## src/design/bhs_pkg.sv

```systemverilog
package bhs_pkg;

    // header and tag codes
    localparam logic [31:0] HDR_MAGIC    = 32'hE852_50D6;
    localparam logic [15:0] KIND_ADDRESS = 16'd2;
    localparam logic [15:0] KIND_ENTRY   = 16'd3;

    // result status codes
    localparam logic [1:0] ST_OK        = 2'd0;
    localparam logic [1:0] ST_NOT_FOUND = 2'd1;
    localparam logic [1:0] ST_TRUNCATED = 2'd2;
    localparam logic [1:0] ST_ZERO_TAG  = 2'd3;

    // depth of the queue between front and back
    localparam int QUEUE_DEPTH = 4;

    // saturation point of the walk offset
    localparam logic [32:0] POS_MAX = 33'h1_FFFF_FFFF;

    typedef enum logic [1:0] {
        PH_SEARCH,
        PH_WALK,
        PH_DONE
    } t_phase;

    // one classified image word as it travels from front to back
    typedef struct packed {
        logic [31:0] word;
        logic        last;
        logic        hit;
        logic        exhaust;
        logic [14:0] offset;
        logic [31:0] hdr_len;
    } t_scan_beat;

endpackage

```

## src/design/bhs_front.sv

```systemverilog
module bhs_front
    import bhs_pkg::*;
#(
    parameter int SEARCH_WORDS = 8192
) (
    input  logic        i_clk,
    input  logic        i_rst_n,
    input  logic        i_in_valid,
    output logic        o_in_ready,
    input  logic [31:0] i_image_word,
    input  logic        i_final_word,
    input  logic        i_full,
    output logic        o_push,
    output t_scan_beat  o_beat
);

    localparam int CW = $clog2(SEARCH_WORDS + 4);
    localparam logic [CW-1:0] CNT_MAX  = CW'(SEARCH_WORDS + 3);
    localparam logic [CW-1:0] CNT_EXH  = CW'(SEARCH_WORDS + 2);
    localparam logic [CW-1:0] CNT_BASE = CW'(3);

    logic [31:0]   r_win0, r_win1, r_win2;
    logic [CW-1:0] r_count;
    logic [CW-1:0] start_idx;
    logic [31:0]   start_wide;
    logic [31:0]   sum4;
    logic          accept;
    logic          have_window;

    assign o_in_ready = !i_full;
    assign accept     = i_in_valid && !i_full;
    assign o_push     = accept;

    // header test against the last three words and the new one
    assign have_window = (r_count >= CNT_BASE);
    assign start_idx   = r_count - CNT_BASE;
    assign start_wide  = 32'(start_idx);
    assign sum4        = r_win0 + r_win1 + r_win2 + i_image_word;

    always_comb begin
        o_beat.word    = i_image_word;
        o_beat.last    = i_final_word;
        o_beat.hit     = have_window && (r_count < CNT_MAX) && (r_win0 == HDR_MAGIC)
                         && (sum4 == 32'd0);
        o_beat.exhaust = have_window && (r_count >= CNT_EXH);
        o_beat.offset  = 15'(start_wide << 2);
        o_beat.hdr_len = r_win2;
    end

    // word window and position, restarted after each image
    always_ff @(posedge i_clk) begin
        if (!i_rst_n) begin
            r_win0  <= '0;
            r_win1  <= '0;
            r_win2  <= '0;
            r_count <= '0;
        end else if (accept) begin
            if (i_final_word) begin
                r_win0  <= '0;
                r_win1  <= '0;
                r_win2  <= '0;
                r_count <= '0;
            end else begin
                r_win0 <= r_win1;
                r_win1 <= r_win2;
                r_win2 <= i_image_word;
                if (r_count != CNT_MAX) begin
                    r_count <= r_count + CW'(1);
                end
            end
        end
    end

endmodule

```

## src/design/bhs_queue.sv

```systemverilog
module bhs_queue
    import bhs_pkg::*;
(
    input  logic       i_clk,
    input  logic       i_rst_n,
    input  logic       i_push,
    input  t_scan_beat i_beat,
    output logic       o_full,
    output logic       o_valid,
    output t_scan_beat o_beat,
    input  logic       i_pop
);

    localparam int PW = $clog2(QUEUE_DEPTH);

    t_scan_beat  r_mem [QUEUE_DEPTH];
    logic [PW-1:0] r_wr_ptr;
    logic [PW-1:0] r_rd_ptr;
    logic [PW:0]   r_fill;

    assign o_full  = (r_fill == (PW+1)'(QUEUE_DEPTH));
    assign o_valid = (r_fill != '0);
    assign o_beat  = r_mem[r_rd_ptr];

    // entry storage
    always_ff @(posedge i_clk) begin
        if (i_push) begin
            r_mem[r_wr_ptr] <= i_beat;
        end
    end

    // pointers and fill level
    always_ff @(posedge i_clk) begin
        if (!i_rst_n) begin
            r_wr_ptr <= '0;
            r_rd_ptr <= '0;
            r_fill   <= '0;
        end else begin
            if (i_push) begin
                r_wr_ptr <= r_wr_ptr + PW'(1);
            end
            if (i_pop) begin
                r_rd_ptr <= r_rd_ptr + PW'(1);
            end
            if (i_push && !i_pop) begin
                r_fill <= r_fill + (PW+1)'(1);
            end else if (!i_push && i_pop) begin
                r_fill <= r_fill - (PW+1)'(1);
            end
        end
    end

endmodule

```

## src/design/bhs_back.sv

```systemverilog
module bhs_back
    import bhs_pkg::*;
(
    input  logic        i_clk,
    input  logic        i_rst_n,
    input  logic        i_valid,
    input  t_scan_beat  i_beat,
    output logic        o_pop,
    output logic        o_out_valid,
    input  logic        i_out_ready,
    output logic [1:0]  o_status,
    output logic [14:0] o_header_offset,
    output logic [31:0] o_header_address,
    output logic [31:0] o_load_address,
    output logic [31:0] o_load_end_address,
    output logic [31:0] o_bss_end_address,
    output logic [31:0] o_entry_address
);

    t_phase      r_phase, n_phase;
    logic [31:0] r_hlen, n_hlen;
    logic [32:0] r_walk, n_walk;
    logic [32:0] r_tag_start, n_tag_start;
    logic [32:0] r_tag_end, n_tag_end;
    logic [15:0] r_tag_kind, n_tag_kind;
    logic [14:0] r_found, n_found;
    logic [31:0] r_cap [5];
    logic [31:0] n_cap [5];
    logic [1:0]  r_held, n_held;

    logic        r_out_valid, n_out_valid;
    logic [1:0]  r_out_status, n_out_status;
    logic [14:0] r_out_offset, n_out_offset;
    logic [31:0] r_out_cap [5];
    logic [31:0] n_out_cap [5];

    logic [33:0] pos, ts, te, te_v, nxt, lim, pos4, fidx;
    logic [15:0] kind_v;
    logic        at_kind, at_size, in_body;
    logic [1:0]  final_st;

    // a final word needs a free result slot
    assign o_pop = i_valid && (!i_beat.last || !r_out_valid || i_out_ready);

    // walk datapath
    always_comb begin
        pos     = {1'b0, r_walk};
        ts      = {1'b0, r_tag_start};
        te      = {1'b0, r_tag_end};
        pos4    = pos + 34'd4;
        at_kind = (pos == ts);
        at_size = (pos == ts + 34'd4);
        in_body = (pos >= ts + 34'd8) && (pos4 <= te);
        fidx    = pos - ts - 34'd8;
        kind_v  = at_kind ? i_beat.word[15:0] : r_tag_kind;
        te_v    = at_size ? (ts + {2'b00, i_beat.word}) : te;
        nxt     = (te_v + 34'd7) & ~34'd7;
        if (kind_v == KIND_ADDRESS) begin
            lim = ts + 34'd24;
        end else if (kind_v == KIND_ENTRY) begin
            lim = ts + 34'd12;
        end else begin
            lim = ts + 34'd8;
        end
    end

    // next state of the scan and the result slot
    always_comb begin
        n_phase     = r_phase;
        n_hlen      = r_hlen;
        n_walk      = r_walk;
        n_tag_start = r_tag_start;
        n_tag_end   = r_tag_end;
        n_tag_kind  = r_tag_kind;
        n_found     = r_found;
        n_cap       = r_cap;
        n_held      = r_held;
        final_st    = ST_OK;

        n_out_valid  = r_out_valid && !i_out_ready;
        n_out_status = r_out_status;
        n_out_offset = r_out_offset;
        n_out_cap    = r_out_cap;

        if (o_pop) begin
            case (r_phase)
                PH_SEARCH: begin
                    if (i_beat.hit) begin
                        n_found = i_beat.offset;
                        n_hlen  = i_beat.hdr_len;
                        if (i_beat.hdr_len <= 32'd16) begin
                            n_phase = PH_DONE;
                            n_held  = ST_OK;
                        end else begin
                            n_phase     = PH_WALK;
                            n_tag_start = 33'd16;
                            n_walk      = 33'd16;
                        end
                    end else if (i_beat.exhaust) begin
                        n_phase = PH_DONE;
                        n_held  = ST_NOT_FOUND;
                    end
                end
                PH_WALK: begin
                    n_tag_kind = kind_v;
                    if (at_size && (i_beat.word == 32'd0)) begin
                        n_phase = PH_DONE;
                        n_held  = ST_ZERO_TAG;
                    end else begin
                        n_tag_end = te_v[32:0];
                        // field capture inside the tag body
                        if (in_body) begin
                            if (kind_v == KIND_ADDRESS && fidx < 34'd16) begin
                                n_cap[fidx[3:2]] = i_beat.word;
                            end else if (kind_v == KIND_ENTRY && fidx < 34'd4) begin
                                n_cap[4] = i_beat.word;
                            end
                        end
                        // step to the next tag or finish
                        if (pos >= ts + 34'd4) begin
                            if (pos4 >= nxt) begin
                                if (nxt >= {2'b00, r_hlen}) begin
                                    n_phase = PH_DONE;
                                    n_held  = ST_OK;
                                end else begin
                                    n_tag_start = nxt[32:0];
                                end
                            end else if (pos4 >= lim && nxt >= {2'b00, r_hlen}) begin
                                n_phase = PH_DONE;
                                n_held  = ST_OK;
                            end
                        end
                        n_walk = (pos4 > {1'b0, POS_MAX}) ? POS_MAX : pos4[32:0];
                    end
                end
                default: begin
                end
            endcase

            // final word: deliver the result and restart
            if (i_beat.last) begin
                case (n_phase)
                    PH_SEARCH: final_st = ST_NOT_FOUND;
                    PH_WALK:   final_st = ST_TRUNCATED;
                    default:   final_st = n_held;
                endcase
                n_out_valid  = 1'b1;
                n_out_status = final_st;
                n_out_offset = (final_st == ST_NOT_FOUND) ? 15'd0 : n_found;
                n_out_cap    = n_cap;

                n_phase     = PH_SEARCH;
                n_hlen      = '0;
                n_walk      = '0;
                n_tag_start = '0;
                n_tag_end   = '0;
                n_tag_kind  = '0;
                n_found     = '0;
                n_held      = ST_OK;
                for (int i = 0; i < 5; i++) begin
                    n_cap[i] = '0;
                end
            end
        end
    end

    // scan state
    always_ff @(posedge i_clk) begin
        if (!i_rst_n) begin
            r_phase     <= PH_SEARCH;
            r_hlen      <= '0;
            r_walk      <= '0;
            r_tag_start <= '0;
            r_tag_end   <= '0;
            r_tag_kind  <= '0;
            r_found     <= '0;
            r_held      <= ST_OK;
            r_out_valid <= 1'b0;
            for (int i = 0; i < 5; i++) begin
                r_cap[i] <= '0;
            end
        end else begin
            r_phase     <= n_phase;
            r_hlen      <= n_hlen;
            r_walk      <= n_walk;
            r_tag_start <= n_tag_start;
            r_tag_end   <= n_tag_end;
            r_tag_kind  <= n_tag_kind;
            r_found     <= n_found;
            r_held      <= n_held;
            r_out_valid <= n_out_valid;
            r_cap       <= n_cap;
        end
    end

    // result payload
    always_ff @(posedge i_clk) begin
        r_out_status <= n_out_status;
        r_out_offset <= n_out_offset;
        r_out_cap    <= n_out_cap;
    end

    assign o_out_valid        = r_out_valid;
    assign o_status           = r_out_status;
    assign o_header_offset    = r_out_offset;
    assign o_header_address   = r_out_cap[0];
    assign o_load_address     = r_out_cap[1];
    assign o_load_end_address = r_out_cap[2];
    assign o_bss_end_address  = r_out_cap[3];
    assign o_entry_address    = r_out_cap[4];

endmodule

```

## src/design/boot_header_scan_and_tag_extract_core.sv

```systemverilog
// Boot header scanner and tag extractor.
// Input channel: one 32-bit little-endian image word per beat on i_image_word,
// with i_final_word high on the last beat of an image (i_in_valid / o_in_ready).
// Output channel: one result per image (o_out_valid / i_out_ready) carrying the
// status, the header byte offset and the addresses from the last address tag
// and the last entry tag.
// Throughput: one word per cycle, sustained while the queue is not full.
// The front stage tests each word against a sliding three-word window for the
// header; a four-entry queue decouples it from the back stage, which walks the
// tags at one word a cycle unless a final word waits for a free result slot.
// The result is registered: it shows on the output in the cycle after the back
// stage takes the final word; an accepted beat is first written into the queue.
// A stalled output holds its result; the back stage then halts only at the next
// final word and the queue fills, after which o_in_ready drops.
// Reset clears the window, the queue and the scan state; o_in_ready is high in
// the first cycle after reset. State also restarts after every final word.
module boot_header_scan_and_tag_extract_core
    import bhs_pkg::*;
#(
    parameter int SEARCH_WORDS = 8192
) (
    input  logic        i_clk,
    input  logic        i_rst_n,
    input  logic        i_in_valid,
    output logic        o_in_ready,
    input  logic [31:0] i_image_word,
    input  logic        i_final_word,
    output logic        o_out_valid,
    input  logic        i_out_ready,
    output logic [1:0]  o_status,
    output logic [14:0] o_header_offset,
    output logic [31:0] o_header_address,
    output logic [31:0] o_load_address,
    output logic [31:0] o_load_end_address,
    output logic [31:0] o_bss_end_address,
    output logic [31:0] o_entry_address
);

    logic       push, full, q_valid, pop;
    t_scan_beat push_beat, head_beat;

    // classify words
    bhs_front #(
        .SEARCH_WORDS(SEARCH_WORDS)
    ) u_front (
        .i_clk       (i_clk),
        .i_rst_n     (i_rst_n),
        .i_in_valid  (i_in_valid),
        .o_in_ready  (o_in_ready),
        .i_image_word(i_image_word),
        .i_final_word(i_final_word),
        .i_full      (full),
        .o_push      (push),
        .o_beat      (push_beat)
    );

    // decoupling queue
    bhs_queue u_queue (
        .i_clk  (i_clk),
        .i_rst_n(i_rst_n),
        .i_push (push),
        .i_beat (push_beat),
        .o_full (full),
        .o_valid(q_valid),
        .o_beat (head_beat),
        .i_pop  (pop)
    );

    // tag walk and result
    bhs_back u_back (
        .i_clk             (i_clk),
        .i_rst_n           (i_rst_n),
        .i_valid           (q_valid),
        .i_beat            (head_beat),
        .o_pop             (pop),
        .o_out_valid       (o_out_valid),
        .i_out_ready       (i_out_ready),
        .o_status          (o_status),
        .o_header_offset   (o_header_offset),
        .o_header_address  (o_header_address),
        .o_load_address    (o_load_address),
        .o_load_end_address(o_load_end_address),
        .o_bss_end_address (o_bss_end_address),
        .o_entry_address   (o_entry_address)
    );

endmodule

```

## config.mk

```make
export PLATFORM = sky130hd
export DESIGN_NAME = boot_header_scan_and_tag_extract_core
export DESIGN_NICKNAME = d
export VERILOG_FILES = /design/src/design/bhs_pkg.sv /design/src/design/bhs_front.sv /design/src/design/bhs_queue.sv /design/src/design/bhs_back.sv /design/src/design/boot_header_scan_and_tag_extract_core.sv
export SDC_FILE = /design/constraint.sdc
export NUM_CORES = 2
export LEC_CHECK = 0
export BUFFER_PORTS_ARGS = -buffer_cell sky130_fd_sc_hd__buf_2
export CAP_MARGIN = 20
export CORE_AREA = 2 2 275 345
export DETAILED_ROUTE_END_ITERATION = 10
export DIE_AREA = 0 0 277 347
export PLACE_DENSITY_LB_ADDON = 0.15
export REMOVE_ABC_BUFFERS = 1
export SYNTH_ARGS = -nofsm -noshare
export SYNTH_HDL_FRONTEND = slang
export SYNTH_SLANG_ARGS = --single-unit
```

## constraint.sdc

```tcl
create_clock -name i_clk -period 10.7 [get_ports i_clk]
set_input_delay 0.535 -clock i_clk [delete_from_list [all_inputs] [get_ports i_clk]]
set_output_delay 0.535 -clock i_clk [all_outputs]
set_load 0.01 [all_outputs]
```

==> impl_results.md <==
- Status: complete, no violations
- Final min period: ~9100 ps
- Worst path arrival time: just under 10000 ps
- Final hold violations: 0
- PnR worst setup slack: 1570 ps
- Critical path class: reg2reg
- Relative slew slack: 25.1%
- DRT iter0 DRCs: 3192
- Hold Crit Class: in2reg
- CTS tree: done
- Ys async rst share: 0%
- CP required: 11280 ps
- Highest-count cells in the layout ignoring fill and taps: nand2_1 (704), edfxtp_1 (497), dfxtp_1 (440), inv_1 (334), o21ai_0 (316)
- Psw: 4640 µW
- Largest net degree at the start of global routing: 113
- Setup Skew: 27.1 ps
- Fmax: 110 MHz
- #FFs+latches synth: 939
- WHS Path Cells: 1
- CP max-delay cell: o21ai_0
- IO Port Bufs: 215
- Vias: 39.0k
- Worst Path Max Fanout: 52
- Total chip power: 12500 µW
- Max Cap Viol: 0
- Worst R2R Path Depth: 28
- R2R Path End: u_back.r_tag_start[8]
- Clock root cell: clkbuf_16
- Max VDD drop: 255 µV
- GP Congestion: ~0.98
- Hold endpoint: u_queue.r_mem[1][48]
- Commonest non-fill, non-tap cell in the layout: nand2_1
- Chip height: around 350 µm
- EDFF count, synth: between 400 and 500
- Power Dens Cells: 222 nW/µm²
- Area Growth Syn to Fin: 10.9%
- DRT Pass-1 Iters: 6
- CP max stage delay: 790 ps
- Sequential share of power: 36.4%
- Initial Utilization: 54.7%
- Pre-CTS WS: 1790 ps
- Final wirelength: 145 mm
- Critical Path Sink Type: flip-flop
- CTS Sinks: between 900 and 1k
- Startpoint types: flip-flop
- Setup Total Neg Slack: 0 ps
- Slew Viols, Final: 0
- Die X: 277 µm
- Clk buf depth: 3
- Core area: 92600 µm²
- First-pass GRT wire length: around 220 mm
- Postcts setup bufs: 0
- Synthesized area: approximately 51000 µm²
- Final Setup Violations: 0
- Fin nets: 5635
- Cell family with most CP delay: simple AND/OR/NAND/NOR gates
- WL per Instance: 22.3 µm
- Hold Startpoint: i_image_word[0]
- Vias in the first global route: 37.6k
- Clock network power share: 28.5%
- Antenna violations before repair: 3
- Syn Area/Cell: 9.91 µm²
- Clock slew at reported path FFs: 70 ps
- Fill count: slightly below 8k
- Remaining Overflow, GRT: 0
- Sw Share: between 30% and 40%
- Post-CTS Resized: 0
- Ant. Diodes: 0
- H-tree Lvls: 3
- Setup slack, reg-to-reg: 1570 ps
- Drt via density: 6.00
- Crit path buf inv count: 4
- RSZ-0062 raised after global routing: false
- Post-route ant nets: 0
- Synth Flop Type: edfxtp_1
- Synth Warn #: 0
- Die area: 96100 µm²
- Netlist cell types: 95
- Dpl cell area: 52800 µm²
- DP HPWL: about 110 mm
- CTS Buf Count: 92
- Final instance area: 56200 µm²
- Worst slew pin tran: 1110 ps
- Proportion of layout cells with a drive suffix above 1: 11.2%
- Clock Latency Late Sink: 670 ps
- I/O pin count: approximately 220
- Internal power: 7820 µW
- Leakage power figure: 0.0205 µW
- Num rows: 125
- DRC errors left: 0
- Fin util: about three fifths
- Period utilization: between 80% and 90%
- GRT Total Usage: 29.7%
- Logic gate share of total power: 35.1%
- Sequential share of the synthesized area: 46.9%
- Post-CTS Hold Buffers: 0
- Post-Synthesis Cells: 5110
[cells by family (layout without fill, tap and decap cells)]
| logic type | Yosys count | in the layout | synth area share, % |
|---|---|---|---|
| simple gates | 1693 | 1693 | 16.0 |
| compound gates | 1157 | 1157 | 14.6 |
| flops | 939 | 939 | 46.9 |
| buf+inv | 611 | 799 | 4.64 |
| fa+ha+maj | 379 | 379 | 10.3 |
| xor+xnor | 176 | 176 | 3.07 |
| mux | 155 | 155 | 4.41 |
[sequential cells by signal, indices dropped and copies added, names as in the netlist, 3 cells and up, named ones only]
name and count:
u_queue.r_fill 3, u_back.r_walk 32, u_back.r_hlen 32, u_front.r_win2 32, u_back.o_bss_end_address 32, u_back.o_entry_address 32
u_back.o_load_address 32, u_back.r_tag_start 30, u_back.r_tag_kind 16, u_queue.r_mem 320, u_back.o_header_offset 15, u_back.r_tag_end 33
u_front.r_count 14, u_back.r_cap 160, u_front.r_win0 32, u_front.r_win1 32, u_back.o_header_address 32, u_back.o_load_end_address 32
u_back.r_found 15
[layer usage]
metal / routed length (µm) / vias up / global-route usage [%]
li1: - / 18590 / -
met2: 71500 / 1085 / 51.0
met4: 7030 / 4 / 13.6
met1: 59900 / 19043 / 37.9
met5: 26 / - / 0
met3: 6570 / 282 / 3.19
[area by class of cell]
type | count | area (µm²) | area share (%)
clock buffers | 120 | 2610 | 4.65
multi-input cells | 3560 | 24600 | 43.9
clock inverters | 52 | 718 | 1.28
repair buffers | 290 | 1640 | 2.92
flip-flops and latches | 939 | 23800 | 42.3
inverters | 337 | 1270 | 2.27
well taps | 1206 | 1510 | 2.69
[Yosys cell counts, types with 66 or more instances]
library cell,instances,share of area (%)
a21oi_1,270,2.7
nor3_1,110,1.1
nor2_1,210,1.6
ha_1,313,7.7
xnor2_1,134,2.3
nand3_1,211,2.1
mux2i_1,67,1.3
a22oi_1,95,1.4
a21o_1,66,0.98
o21ai_0,318,3.1
edfxtp_1,497,29
nor2b_1,156,1.9
dfxtp_1,442,17
inv_1,336,2.5
nand2_1,706,5.2
o211ai_1,134,2.0
clkbuf_1,211,1.6
[how the worst max path moves through the flow]
stage                       endpoint  slack, ps  cells past startpoint
4_1_cts        u_back.r_tag_start[8]       1710                     28
5_1_grt        u_back.r_tag_start[8]        770                     30
3_3_place_gp   u_back.r_tag_start[5]       1820                     33
3_5_place_dp   u_back.r_tag_start[5]       1790                     33
2_1_floorplan      u_back.r_walk[10]       -820                      8
6_report       u_back.r_tag_start[8]       1570                     28
[metrics by stage]
step	cells	hold WS, ps
2_1_floorplan	4836	427
3_3_place_gp	6329	441
3_5_place_dp	6330	446
6_report	6504	171
5_1_grt	6504	177
4_1_cts	6502	141
[worst register-to-register path, delay by kind of cell, from the launching register on]
family | cells | cell delay, ps
simple gates | 11 | 3690
compound gates | 10 | 2740
buf+inv | 4 | 1190
fa+ha+maj | 2 | 620
flops | 1 | 530
xor+xnor | 1 | 260
[power by group through the flow]
stage               clock (µW)  sequential (µW)  combinational, µW
floorplan                    0             4750               2530
global placement             0             4600               4320
detailed placement           0             4610               4350
CTS                       3590             4540               4370
global route              3720             4580               4710
finish                    3550             4530               4380
Power figures use the tool's default switching activity.
